## src/sv/hysteresis_comparator_edge_irq_top_macros.svh

```systemverilog
// ----------------------------------------------------------------------------
// Hysteresis comparator assertion macros
// Concurrent assertion wrappers; empty when SYNTHESIS is defined.
// ----------------------------------------------------------------------------
`ifndef HYSTERESIS_COMPARATOR_EDGE_IRQ_TOP_MACROS_SVH
`define HYSTERESIS_COMPARATOR_EDGE_IRQ_TOP_MACROS_SVH

`ifndef SYNTHESIS
// clocked on clk_i, disabled during reset
`define HCE_ASSERT(lbl, prop) \
  lbl: assert property (@(posedge clk_i) disable iff (!rst_ni) prop) \
    else $error("hce assertion failed");
// clocked on clk_i, also checked during reset
`define HCE_ASSERT_ALWAYS(lbl, prop) \
  lbl: assert property (@(posedge clk_i) prop) \
    else $error("hce assertion failed");
`else
`define HCE_ASSERT(lbl, prop)
`define HCE_ASSERT_ALWAYS(lbl, prop)
`endif

`endif

```

## src/sv/hce_pkg.sv

```systemverilog
// ----------------------------------------------------------------------------
// Hysteresis comparator package
// Widths, register indexes, interrupt modes and the hysteresis table.
// ----------------------------------------------------------------------------
`default_nettype none

package hce_pkg;

  localparam int MV_BITS   = 13;
  localparam int HYST_BITS = 6;
  localparam int DAC_BITS  = 8;
  localparam int IN_BITS   = 3 * MV_BITS + 2;
  localparam int IN_TDATA  = ((IN_BITS + 7) / 8) * 8;
  localparam int OUT_BITS  = MV_BITS + 3;
  localparam int OUT_TDATA = ((OUT_BITS + 7) / 8) * 8;

  typedef enum logic [1:0] {
    IRQ_BOTH = 2'd0,
    IRQ_NONE = 2'd1,
    IRQ_FALL = 2'd2,
    IRQ_RISE = 2'd3
  } int_mode_e;

  typedef enum logic [2:0] {
    REG_ENABLE     = 3'd0,
    REG_LOW_POWER  = 3'd1,
    REG_HYST_SEL   = 3'd2,
    REG_INT_MODE   = 3'd3,
    REG_INVERT_OUT = 3'd4,
    REG_INT_ENABLE = 3'd5,
    REG_DAC_LEVEL  = 3'd6,
    REG_SRC_SEL    = 3'd7
  } cfg_idx_e;

  typedef struct packed {
    logic                enable;
    logic                low_power;
    logic [1:0]          hyst_select;
    int_mode_e           int_mode;
    logic                invert_out;
    logic                int_enable;
    logic [DAC_BITS-1:0] dac_level;
    logic [1:0]          source_select;
  } cfg_t;

  typedef struct packed {
    logic [MV_BITS-1:0] pos_mv;
    logic [MV_BITS-1:0] neg_mv;
    logic [MV_BITS-1:0] vref_mv;
    logic               paused;
    logic               flag_clr;
  } sample_t;

  typedef struct packed {
    logic [MV_BITS-1:0] dac_mv;
    logic               irq;
    logic               flag;
    logic               comp_out;
  } result_t;

  // hysteresis band half-width in mV
  function automatic logic [HYST_BITS-1:0] hyst_mv(input logic low_power,
                                                   input logic [1:0] sel);
    logic [HYST_BITS-1:0] h;
    unique case (sel)
      2'd0:    h = HYST_BITS'(0);
      2'd1:    h = HYST_BITS'(10);
      2'd2:    h = low_power ? HYST_BITS'(25) : HYST_BITS'(30);
      default: h = low_power ? HYST_BITS'(50) : HYST_BITS'(60);
    endcase
    return h;
  endfunction

endpackage

`default_nettype wire

```

## src/sv/hysteresis_comparator_edge_irq_top.sv

```systemverilog
// ----------------------------------------------------------------------------
// Hysteresis comparator with edge interrupt flag
// Stream wrapper: configuration registers, input register, result register.
// ----------------------------------------------------------------------------
// Takes one sample transfer per clock unless the output is stalled, and
// returns one result transfer per sample through the input register and
// then the result register. The rate is set by the state update (hysteresis,
// inversion, edge flag) between the input register and the result register.
// The user must write configuration through cfg_we_i/cfg_idx_i/cfg_data_i
// only while no sample is in flight; the block itself does not enforce this.
`default_nettype none

module hysteresis_comparator_edge_irq_top (
  input  logic                          clk_i,
  input  logic                          rst_ni,
  input  logic                          cfg_we_i,
  input  logic [2:0]                    cfg_idx_i,
  input  logic [hce_pkg::DAC_BITS-1:0]  cfg_data_i,
  input  logic                          s_axis_tvalid,
  output logic                          s_axis_tready,
  // pos_mv, neg_mv, vref_mv, paused, flag_clr, zero pad
  input  logic [hce_pkg::IN_TDATA-1:0]  s_axis_tdata,
  output logic                          m_axis_tvalid,
  input  logic                          m_axis_tready,
  // comp_out, flag, irq, dac_mv
  output logic [hce_pkg::OUT_TDATA-1:0] m_axis_tdata
);
  import hce_pkg::*;

  cfg_t    cfg_q;
  logic    in_vld_q;
  sample_t in_q;
  sample_t in_d;
  logic    out_vld_q;
  result_t out_q;
  result_t res;
  logic    adv;

  always_ff @(posedge clk_i or negedge rst_ni) begin
    if (!rst_ni) begin
      cfg_q <= '0;
    end else if (cfg_we_i) begin
      unique case (cfg_idx_e'(cfg_idx_i))
        REG_ENABLE:     cfg_q.enable        <= cfg_data_i[0];
        REG_LOW_POWER:  cfg_q.low_power     <= cfg_data_i[0];
        REG_HYST_SEL:   cfg_q.hyst_select   <= cfg_data_i[1:0];
        REG_INT_MODE:   cfg_q.int_mode      <= int_mode_e'(cfg_data_i[1:0]);
        REG_INVERT_OUT: cfg_q.invert_out    <= cfg_data_i[0];
        REG_INT_ENABLE: cfg_q.int_enable    <= cfg_data_i[0];
        REG_DAC_LEVEL:  cfg_q.dac_level     <= cfg_data_i;
        REG_SRC_SEL:    cfg_q.source_select <= cfg_data_i[1:0];
        default:        cfg_q               <= cfg_q;
      endcase
    end
  end

  assign in_d.pos_mv   = s_axis_tdata[MV_BITS-1:0];
  assign in_d.neg_mv   = s_axis_tdata[2*MV_BITS-1:MV_BITS];
  assign in_d.vref_mv  = s_axis_tdata[3*MV_BITS-1:2*MV_BITS];
  assign in_d.paused   = s_axis_tdata[3*MV_BITS];
  assign in_d.flag_clr = s_axis_tdata[3*MV_BITS+1];

  assign adv           = in_vld_q && (!out_vld_q || m_axis_tready);
  assign s_axis_tready = !in_vld_q || adv;

  always_ff @(posedge clk_i or negedge rst_ni) begin
    if (!rst_ni) begin
      in_vld_q  <= 1'b0;
      out_vld_q <= 1'b0;
    end else begin
      if (s_axis_tready) begin
        in_vld_q <= s_axis_tvalid;
      end
      if (adv) begin
        out_vld_q <= 1'b1;
      end else if (m_axis_tready) begin
        out_vld_q <= 1'b0;
      end
    end
  end

  always_ff @(posedge clk_i) begin
    if (s_axis_tready && s_axis_tvalid) begin
      in_q <= in_d;
    end
    if (adv) begin
      out_q <= res;
    end
  end

  hce_core u_core (
    .clk_i    (clk_i),
    .rst_ni   (rst_ni),
    .step_i   (adv),
    .sample_i (in_q),
    .cfg_i    (cfg_q),
    .result_o (res)
  );

  assign m_axis_tvalid = out_vld_q;
  assign m_axis_tdata  = OUT_TDATA'(out_q);

endmodule

`default_nettype wire

```

## src/sv/hce_core.sv

```systemverilog
// ----------------------------------------------------------------------------
// Hysteresis comparator core
// DAC, input select, hysteresis state, output inversion and edge flag.
// ----------------------------------------------------------------------------
`default_nettype none

`include "hysteresis_comparator_edge_irq_top_macros.svh"

module hce_core (
  input  logic             clk_i,
  input  logic             rst_ni,
  input  logic             step_i,
  input  hce_pkg::sample_t sample_i,
  input  hce_pkg::cfg_t    cfg_i,
  output hce_pkg::result_t result_o
);
  import hce_pkg::*;

  logic raw_q, raw_d;
  logic out_q, out_d;
  logic flag_q, flag_d;

  logic [MV_BITS+DAC_BITS-1:0] prod;
  logic [MV_BITS-1:0]          dac;
  logic [MV_BITS-1:0]          p_mv, n_mv;
  logic signed [MV_BITS:0]     diff;
  logic signed [MV_BITS:0]     h_pos, h_neg;
  logic                        raw_nx, out_nx, edge_hit;

  assign prod = (MV_BITS+DAC_BITS)'(sample_i.vref_mv) * (MV_BITS+DAC_BITS)'(cfg_i.dac_level);
  assign dac  = prod[MV_BITS+DAC_BITS-1:DAC_BITS];

  assign p_mv  = cfg_i.source_select[0] ? dac : sample_i.pos_mv;
  assign n_mv  = cfg_i.source_select[1] ? dac : sample_i.neg_mv;
  assign diff  = $signed({1'b0, p_mv}) - $signed({1'b0, n_mv});
  assign h_pos = $signed({{(MV_BITS+1-HYST_BITS){1'b0}},
                          hyst_mv(cfg_i.low_power, cfg_i.hyst_select)});
  assign h_neg = -h_pos;

  always_comb begin
    raw_nx = raw_q;
    if (raw_q && (diff < h_neg)) begin
      raw_nx = 1'b0;
    end else if (!raw_q && (diff > h_pos)) begin
      raw_nx = 1'b1;
    end
    out_nx = raw_nx ^ cfg_i.invert_out;
    unique case (cfg_i.int_mode)
      IRQ_BOTH: edge_hit = out_nx != out_q;
      IRQ_FALL: edge_hit = out_q && !out_nx;
      IRQ_RISE: edge_hit = !out_q && out_nx;
      default:  edge_hit = 1'b0;
    endcase
  end

  always_comb begin
    raw_d  = raw_q;
    out_d  = out_q;
    flag_d = flag_q;
    if (!sample_i.paused) begin
      if (sample_i.flag_clr) begin
        flag_d = 1'b0;
      end
      if (cfg_i.enable) begin
        raw_d = raw_nx;
        out_d = out_nx;
        if (edge_hit) begin
          flag_d = 1'b1;
        end
      end else begin
        raw_d = 1'b0;
        out_d = 1'b0;
      end
    end
  end

  always_ff @(posedge clk_i or negedge rst_ni) begin
    if (!rst_ni) begin
      raw_q  <= 1'b0;
      out_q  <= 1'b0;
      flag_q <= 1'b0;
    end else if (step_i) begin
      raw_q  <= raw_d;
      out_q  <= out_d;
      flag_q <= flag_d;
    end
  end

  assign result_o.comp_out = out_d;
  assign result_o.flag     = flag_d;
  assign result_o.irq      = flag_d & cfg_i.int_enable;
  assign result_o.dac_mv   = dac;

  `HCE_ASSERT(a_paused_holds,
    step_i && sample_i.paused |=> $stable(raw_q) && $stable(out_q) && $stable(flag_q))
  `HCE_ASSERT(a_disabled_clears,
    step_i && !sample_i.paused && !cfg_i.enable |=> !raw_q && !out_q)
  `HCE_ASSERT(a_out_tracks_raw,
    step_i && !sample_i.paused && cfg_i.enable |=> out_q == (raw_q ^ $past(cfg_i.invert_out)))
  `HCE_ASSERT_ALWAYS(a_idle_holds,
    rst_ni && $past(rst_ni) && !$past(step_i) |-> $stable(flag_q))

endmodule

`default_nettype wire
```

## config.mk

```make
export PLATFORM = sky130hd
export DESIGN_NAME = hysteresis_comparator_edge_irq_top
export DESIGN_NICKNAME = d
export VERILOG_FILES = /design/src/sv/hce_pkg.sv /design/src/sv/hysteresis_comparator_edge_irq_top.sv /design/src/sv/hce_core.sv
export VERILOG_INCLUDE_DIRS = /design/src /design/src/sv
export SDC_FILE = /design/constraint.sdc
export NUM_CORES = 1
export LEC_CHECK = 0
export BUFFER_PORTS_ARGS = -buffer_cell sky130_fd_sc_hd__buf_2
export CAP_MARGIN = 20
export CORE_MARGIN = 2
export CORE_UTILIZATION = 65
export CTS_BUF_LIST = sky130_fd_sc_hd__clkbuf_8 sky130_fd_sc_hd__clkbuf_16
export DETAILED_ROUTE_END_ITERATION = 10
export PLACE_DENSITY = 0.91
export SETUP_SLACK_MARGIN = 0.1
export SYNTH_ARGS = -nofsm -noshare
export SYNTH_HDL_FRONTEND = slang
export SYNTH_SLANG_ARGS = --single-unit
```

## constraint.sdc

```tcl
create_clock -name clk_i -period 14.8 [get_ports clk_i]
set_input_delay 2.96 -clock clk_i [delete_from_list [all_inputs] [get_ports clk_i]]
set_output_delay 2.96 -clock clk_i [all_outputs]
set_load 0.005 [all_outputs]
```

==> out/qor_table.md, run 1 <==
| Item | Reported | Unit |
| --- | --- | --- |
| Post-route insts no fill | 908 | - |
| Via count normalized by instance count | 6.03 | - |
| Number of buffers between clock root and the deepest sink | 2 | - |
| Fmax | 104 | MHz |
| Routed vias | 5472 | - |
| Count of cells resized by post-cts repair | 0 | - |
| Count of standard-cell rows | 38 | - |
| Library cell occupying the most area in the post-synthesis netlist | edfxtp_1 | - |
| Post-Place Cells | 892 | - |
| Synthesized flop and latch total | 80 | - |
| Relative max-transition margin | 0.326 | - |
| Initial DRT Pass Iterations | 4 | - |
| Final #Nets | 970 | - |
| Hold Fails Final Rpt | 0 | - |
| Data required time of the critical path | 14.91 | ns |
| Clock insertion delay at the later pin of the skew report | 0.36 | ns |
| Fill count | 726 | - |
| Sum of negative setup slack | 0 | ns |
| Reg-to-Reg Start | cfg_q[9] | - |
| Status | finished, final reports clean | - |
| Vias in the first global route | 6006 | - |
| Slowest cell on crit path | dfrtp_1 | - |
| Cell at the root of the clock tree | clkbuf_16 | - |
| Count of cells along the worst hold path | 1 | - |
| R2R Path End | m_axis_tdata[2] | - |
| Post-synth EDFFs | 57 | - |
| Total CTS buffers | 9 | - |
| Wire length on met3 | 962 | um |
| Final Instance Area | 0.00818 | mm2 |
| Finish-stage setup viols | 0 | - |
| Standard cell core area | 0.0109 | mm2 |
| Cells on worst reg2reg path | 34 | - |
| Critical path type | reg -> reg | - |
| Post-synthesis to final-layout area growth | 10.8 | % |
| Most common cell in the netlist | inv_1 | - |
| Share of flip-flops with an asynchronous set or reset | 0.288 | - |
| Path category of the worst min-delay check | reg -> reg | - |
| First-pass GRT wire length | 28400 | um |
| Clock Pin Slew Worst Setup and Hold Paths | 0.06 | ns |
| Global placer's final weighted congestion | 0.906 | - |
| Register-to-register setup slack | 5.15 | ns |
| Setup repair after global routing missed its margin | no | - |
| Terminating pin of the worst hold path | u_core.flag_q | - |
| H-tree Lvls | 3 | - |
| Max-capacitance violation count | 0 | - |
| Pin slew with the least headroom to its limit | 1.01 | ns |
| Initial standard-cell utilization of the core | 0.675 | - |
| CTS tree | done | - |
| Number of hold buffers added after CTS | 0 | - |
| Critical path launch point type | flop | - |
| Number of max-slew violations in the final report | 0 | - |
| Number of port buffers | 74 | - |
| Post-detailed-routing wire length | 17000 | um |
| Share of final-layout standard cells stronger than drive strength 1 | 0.167 | - |
| Mean instance size in the synthesized netlist | 10.6 | um2 |
| Delay contributed by the slowest stage of the critical path | 0.62 | ns |
| Largest net degree at the start of global routing | 42 | - |
| GRT Util Overall | 0.291 | - |
| Synth unique cells | 60 | - |
| Routed length on met1 | 6520 | um |
| Die extent in x | 111 | um |
| Antenna-violating nets left | 0 | - |
| Met2 wire length | 8920 | um |
| Top area cells in the synthesized netlist | edfxtp_1, fa_1, ha_1 | - |
| Highest routing layer actually used | met4 | - |
| Hold wc startpoint | u_core.flag_q | - |
| DR DRC count | 0 | - |
| WP data arrival | 9.75 | ns |
| Antenna diode count | 0 | - |
| CP max FO | 14 | - |
| Post-synth net total | 900 | - |
| HPWL after detailed placement | 13200 | um |
| Clock period minus final worst setup slack | 9.65 | ns |
| Instance count of the mapped netlist | 693 | - |
| Final cycle utilization of the critical path | 0.652 | - |
| Clock Skew | 0.0106 | ns |
| Number of I/O pins | 82 | - |
| Most instantiated flip-flop cell in the synthesis netlist | edfxtp_1 | - |
| Initial DRC count | 378 | - |
| Overflow left after global routing | 0 | - |
| Yosys warns | 0 | - |
| Floorplan die area | 0.0122 | mm2 |
| Sequential cell area fraction in the yosys report | 0.310 | - |
| Setup bufs post-CTS | 0 | - |
| Slack of the critical path | 5.15 | ns |
| Kind of end point of the critical path | flop | - |
| Pre-CTS setup slack | 5.38 | ns |
| Num Clock Sinks | 80 | - |
| Yosys top cell area share | 0.232 | - |
| Chip Height | 111 | um |
| Routed wire length per instance | 18.7 | um |
| DP Area | 0.00787 | mm2 |
| Most common library cells after synthesis | inv_1, ha_1, and2_1, fa_1, edfxtp_1 | - |
| Post-Synthesis Cell Area | 0.00738 | mm2 |
| Number of antenna violations at the first check in global routing | 0 | - |
-- per-stage QoR --
stage / hold slack, ns / utilization
2_1_floorplan: 0.457 / -
3_3_place_gp: 0.471 / 0.720
3_5_place_dp: 0.497 / 0.720
4_1_cts: 0.518 / 0.748
5_1_grt: 0.529 / 0.748
6_report: 0.525 / 0.748
-- worst max-delay path by stage --
stage / from / depth (start not counted) / end / slack (ns)
6_report: cfg_q[9] / 34 / m_axis_tdata[2] / 5.15
4_1_cts: cfg_q[9] / 34 / m_axis_tdata[2] / 5.31
5_1_grt: cfg_q[9] / 34 / m_axis_tdata[2] / 4.77
3_3_place_gp: cfg_q[9] / 34 / m_axis_tdata[2] / 5.70
3_5_place_dp: cfg_q[9] / 34 / m_axis_tdata[2] / 5.38
2_1_floorplan: cfg_q[9] / 35 / m_axis_tdata[2] / 6.36
-- layout make-up --
| class | count | area [um2] | area share |
|---|---|---|---|
| Tap cell | 140 | 175 | 0.0214 |
| Inverter | 98 | 368 | 0.0450 |
| Sequential cell | 80 | 2290 | 0.280 |
| Timing Repair Buffer | 74 | 370 | 0.0453 |
| Multi-Input combinational cell | 500 | 4670 | 0.571 |
| Clock buffer | 9 | 225 | 0.0275 |
| Clock inverter | 7 | 82.6 | 0.0101 |
-- worst max-delay path, delay by kind of cell, from the launching register on --
family                     cells  cell delay (ns)
AOI/OAI and AO/OA             15             3.27
xor gates and xnor gates       3             0.66
adders and majority gates      8             3.42
muxes                          2             0.55
buffers and inverters          1             0.06
and+or+nand+nor                5             0.80
DFF                            1             0.62
-- cell usage in the layout (no fill, tap or decap), drive strengths merged, types with 4 or more instances in the layout --
cell type    n
a211oi       5
a21o        12
a21oi       21
and2        66
buf         74
clkbuf       9
dfrtp       23
edfxtp      57
fa          66
ha          77
inv        102
mux2        30
mux2i       14
nand2       54
nand2b       8
nand3        9
nand4        4
nor2        19
nor3         9
o21ai       23
o21bai       6
or3          4
xnor2       16
xor2         8
-- per-layer routing --
metal / global-route usage / vias to the layer above
met4: 0.133 / 0
li1: - / 2499
met1: 0.346 / 2688
met5: 0 / -
met3: 0.0423 / 52
met2: 0.521 / 233
-- state kept, by name, summed over array words and instances, names as in the netlist --
signal	cells
cfg_q	18
in_q	41
in_vld_q	1
m_axis_tdata	16
m_axis_tvalid	1
u_core.flag_q	1
u_core.out_q	1
u_core.raw_q	1
-- cell families (layout without fill, tap and decap cells) --
| family | after synthesis | after routing | share of synthesized area |
|---|---|---|---|
| AO/OA/AOI/OAI | 93 | 93 | 0.0844 |
| AND/OR/NAND/NOR | 196 | 196 | 0.145 |
| multiplexers | 44 | 44 | 0.0648 |
| buffers and inverters | 113 | 188 | 0.0575 |
| flip-flops | 80 | 80 | 0.310 |
| XOR/XNOR | 24 | 24 | 0.0285 |
| adder cells (fa/ha/maj) | 143 | 143 | 0.310 |
Power of run 1 is left out: the tool's default activity adds up to more than one toggle a clock period on the data nets, which glitch-free logic cannot reach.
==> inputs of run 2 (changes only) <==
--- a/config.mk
+++ b/config.mk
@@ -6,13 +6,14 @@
 export SDC_FILE = /design/constraint.sdc
 export NUM_CORES = 1
 export LEC_CHECK = 0
+export ABC_AREA = 1
 export BUFFER_PORTS_ARGS = -buffer_cell sky130_fd_sc_hd__buf_2
 export CAP_MARGIN = 20
 export CORE_MARGIN = 2
-export CORE_UTILIZATION = 65
+export CORE_UTILIZATION = 61
 export CTS_BUF_LIST = sky130_fd_sc_hd__clkbuf_8 sky130_fd_sc_hd__clkbuf_16
 export DETAILED_ROUTE_END_ITERATION = 10
-export PLACE_DENSITY = 0.91
+export PLACE_DENSITY = 0.86
 export SETUP_SLACK_MARGIN = 0.1
 export SYNTH_ARGS = -nofsm -noshare
 export SYNTH_HDL_FRONTEND = slang
==> constraint.sdc (replaced) <==
create_clock -name clk_i -period 9.3 [get_ports clk_i]
set_input_delay 1.86 -clock clk_i [delete_from_list [all_inputs] [get_ports clk_i]]
set_output_delay 1.86 -clock clk_i [all_outputs]
set_load 0.005 [all_outputs]
==> run 2 against run 1 <==
Compared with the run above: global-route usage fell by 1.7 points; first-iteration DRC count grew 11%; die area rose by 12%; fmax is 18% higher; clock-buffer cell count did not move; register-to-register slack lost 4.0 ns; cell count is 31% higher; routed wire length decreased by 0.87%; cell area grew 5.2%; worst setup slack worse by 4.0 ns; largest cell class unchanged; sequential share of layout area shrank 1.4 points; non-clock buffer count is 1 higher.
==> out/qor_table.md, run 2 <==
| Item | Reported | Unit |
| --- | --- | --- |
| Via count normalized by instance count | 5.17 | - |
| Sequential cell area fraction in the yosys report | 0.294 | - |
| Post-synth EDFFs | 57 | - |
| Largest net degree at the start of global routing | 42 | - |
| Final core utilization | 0.687 | - |
| Synth unique cells | 37 | - |
| Library cell occupying the most area in the post-synthesis netlist | edfxtp_1 | - |
| Relative max-transition margin | 0.535 | - |
| DR DRC count | 0 | - |
| Count of standard-cell rows | 41 | - |
| Antenna-violating nets left | 0 | - |
| Finish-stage setup viols | 0 | - |
| Pin slew with the least headroom to its limit | 0.697 | ns |
| Initial standard-cell utilization of the core | 0.621 | - |
| Crit path max-delay family | adder cells | - |
| Highest routing layer actually used | met4 | - |
| Number of I/O pins | 82 | - |
| Number of hold buffers added after CTS | 0 | - |
| Clock period minus final worst setup slack | 8.14 | ns |
| Synthesized flop and latch total | 80 | - |
| First-pass GRT wire length | 28800 | um |
| Overflow left after global routing | 0 | - |
| Clock Pin Slew Worst Setup and Hold Paths | 0.07 | ns |
| Die extent in x | 117 | um |
| Slowest cell on crit path | dfrtp_1 | - |
| Cell type with the highest occurrence count on the critical path | nand2_1 | - |
| Number of buffers between clock root and the deepest sink | 2 | - |
| Path category of the worst min-delay check | reg -> reg | - |
| Global placer's final weighted congestion | 0.881 | - |
| Chip Height | 117 | um |
| Routed wire length per instance | 14.2 | um |
| Max-capacitance violation count | 0 | - |
| Kind of end point of the critical path | flop | - |
| Post-synth net total | 1152 | - |
| Most common cell in the netlist | nand2_1 | - |
| WP data arrival | 8.26 | ns |
| Status | finished, final reports clean | - |
| Count of cells resized by post-cts repair | 0 | - |
| Top area cells in the synthesized netlist | edfxtp_1, fa_1, ha_1 | - |
| Hold Fails Final Rpt | 0 | - |
| Routed vias | 6125 | - |
| Vias in the first global route | 6330 | - |
| Setup bufs post-CTS | 0 | - |
| Delay contributed by the slowest stage of the critical path | 0.66 | ns |
| Fmax | 123 | MHz |
| H-tree Lvls | 3 | - |
| Most instantiated flip-flop cell in the synthesis netlist | edfxtp_1 | - |
| Post-Synthesis Cell Area | 0.00777 | mm2 |
| Final #Nets | 1215 | - |
| Mean instance size in the synthesized netlist | 8.22 | um2 |
| Number of max-slew violations in the final report | 0 | - |
| Critical path type | reg -> reg | - |
| HPWL after detailed placement | 12500 | um |
| Fill count | 1022 | - |
| Register with the most flip-flops | in_q | - |
| Yosys warns | 0 | - |
| Post-detailed-routing wire length | 16800 | um |
| Clock Skew | 0.0166 | ns |
| Wire length on met3 | 1070 | um |
| Yosys top cell area share | 0.220 | - |
| Floorplan die area | 0.0137 | mm2 |
| CTS tree | done | - |
| Critical path launch point type | flop | - |
| Number of port buffers | 74 | - |
| GRT Util Overall | 0.274 | - |
| Total CTS buffers | 9 | - |
| Max FFs per register | 41 | - |
| CP max FO | 14 | - |
| Routed length on met1 | 7240 | um |
| Clock insertion delay at the later pin of the skew report | 0.37 | ns |
| Share of flip-flops with an asynchronous set or reset | 0.288 | - |
| Setup repair after global routing missed its margin | no | - |
| Cell at the root of the clock tree | clkbuf_16 | - |
| Commonest non-fill, non-tap cells in the layout | nand2_1, inv_1, ha_1 | - |
| Antenna diode count | 0 | - |
| Num Clock Sinks | 80 | - |
| Standard cell core area | 0.0125 | mm2 |
| Instance count of the mapped netlist | 945 | - |
| Sum of negative setup slack | 0 | ns |
| Met2 wire length | 8100 | um |
| Post-synthesis to final-layout area growth | 10.7 | % |
| Most common library cell in the layout ignoring fill and taps | nand2_1 | - |
| Initial DRC count | 418 | - |
| Share of final-layout standard cells stronger than drive strength 1 | 0.123 | - |
| Final cycle utilization of the critical path | 0.876 | - |
| Number of antenna violations at the first check in global routing | 0 | - |
| Data required time of the critical path | 9.42 | ns |
| Bufs and invs on worst path | 6 | - |
| Initial DRT Pass Iterations | 6 | - |
| Most common library cells after synthesis | nand2_1, inv_1, ha_1, fa_1, edfxtp_1 | - |
[run 2: cell count changes after synthesis, moves of 6 or more]
| cell | delta |
|---|---|
| a21o_1 | -9 |
| a21oi_1 | +10 |
| and2_1 | -66 |
| inv_1 | +124 |
| mux2_2 | -24 |
| mux2i_1 | -6 |
| nand2_1 | +202 |
| nand2_2 | +17 |
| nand2b_1 | -8 |
| nand3_1 | +27 |
| nor2_1 | +26 |
| xnor2_1 | -12 |
[run 2: final cells by class]
type	count	area [um2]	area share
well taps	172	215	0.0250
repair buffers	75	378	0.0439
clock buffers	9	225	0.0262
clock inverters	7	109	0.0127
multi-input cells	619	4550	0.529
inverters	223	837	0.0973
flip-flops and latches	80	2290	0.266
[run 2: kinds of logic (layout without fill, tap and decap cells)]
group                      after synthesis  after routing  share of synthesized area
AOI/OAI and AO/OA                       73             73                     0.0530
and+or+nand+nor                        373            373                      0.201
buffers and inverters                  246            314                      0.120
adders and majority gates              143            143                      0.294
DFF                                     80             80                      0.294
xor gates and xnor gates                16             16                     0.0190
muxes                                   14             14                     0.0190
[run 2: per-stage QoR]
step | instances | worst slack [ns] | area (um2) | hold slack [ns]
after global placement | 1169 | 1.49 | 8270 | 0.471
after detailed placement | 1169 | 1.33 | 8270 | 0.475
final | 1185 | 1.16 | 8600 | 0.506
after global routing | 1185 | 0.560 | 8600 | 0.507
after CTS | 1185 | 1.20 | 8600 | 0.494
after floorplan | 945 | 2.04 | 7770 | 0.447
[run 2: final timing paths]
kind                               startpoint               to  slack [ns]  cells past startpoint
worst min register to register  u_core.flag_q    u_core.flag_q        0.51                      2
worst max-delay path                 cfg_q[9]  m_axis_tdata[2]        1.16                     51
max in group asynchronous              rst_ni         cfg_q[6]        7.41                      1
min in group asynchronous              rst_ni         cfg_q[2]        1.49                      1
worst max register to register       cfg_q[9]  m_axis_tdata[2]        1.16                     51
worst min-delay path            u_core.flag_q    u_core.flag_q        0.51                      2
[run 2: layer usage]
layer / vias up / GRT usage
met2: 209 / 0.453
met4: 0 / 0.102
met1: 2860 / 0.365
met3: 34 / 0.0494
met5: - / 0
li1: 3022 / -
[run 2: worst register-to-register path: cells and delay by family (launching register included)]
| family | cells | cell delay [ns] |
|---|---|---|
| adder cells (fa/ha/maj) | 8 | 3.23 |
| buffers and inverters | 6 | 0.39 |
| AND/OR/NAND/NOR | 32 | 2.87 |
| AO/OA/AOI/OAI | 5 | 0.73 |
| flip-flops | 1 | 0.66 |
Power of run 2 is left out for the same reason.
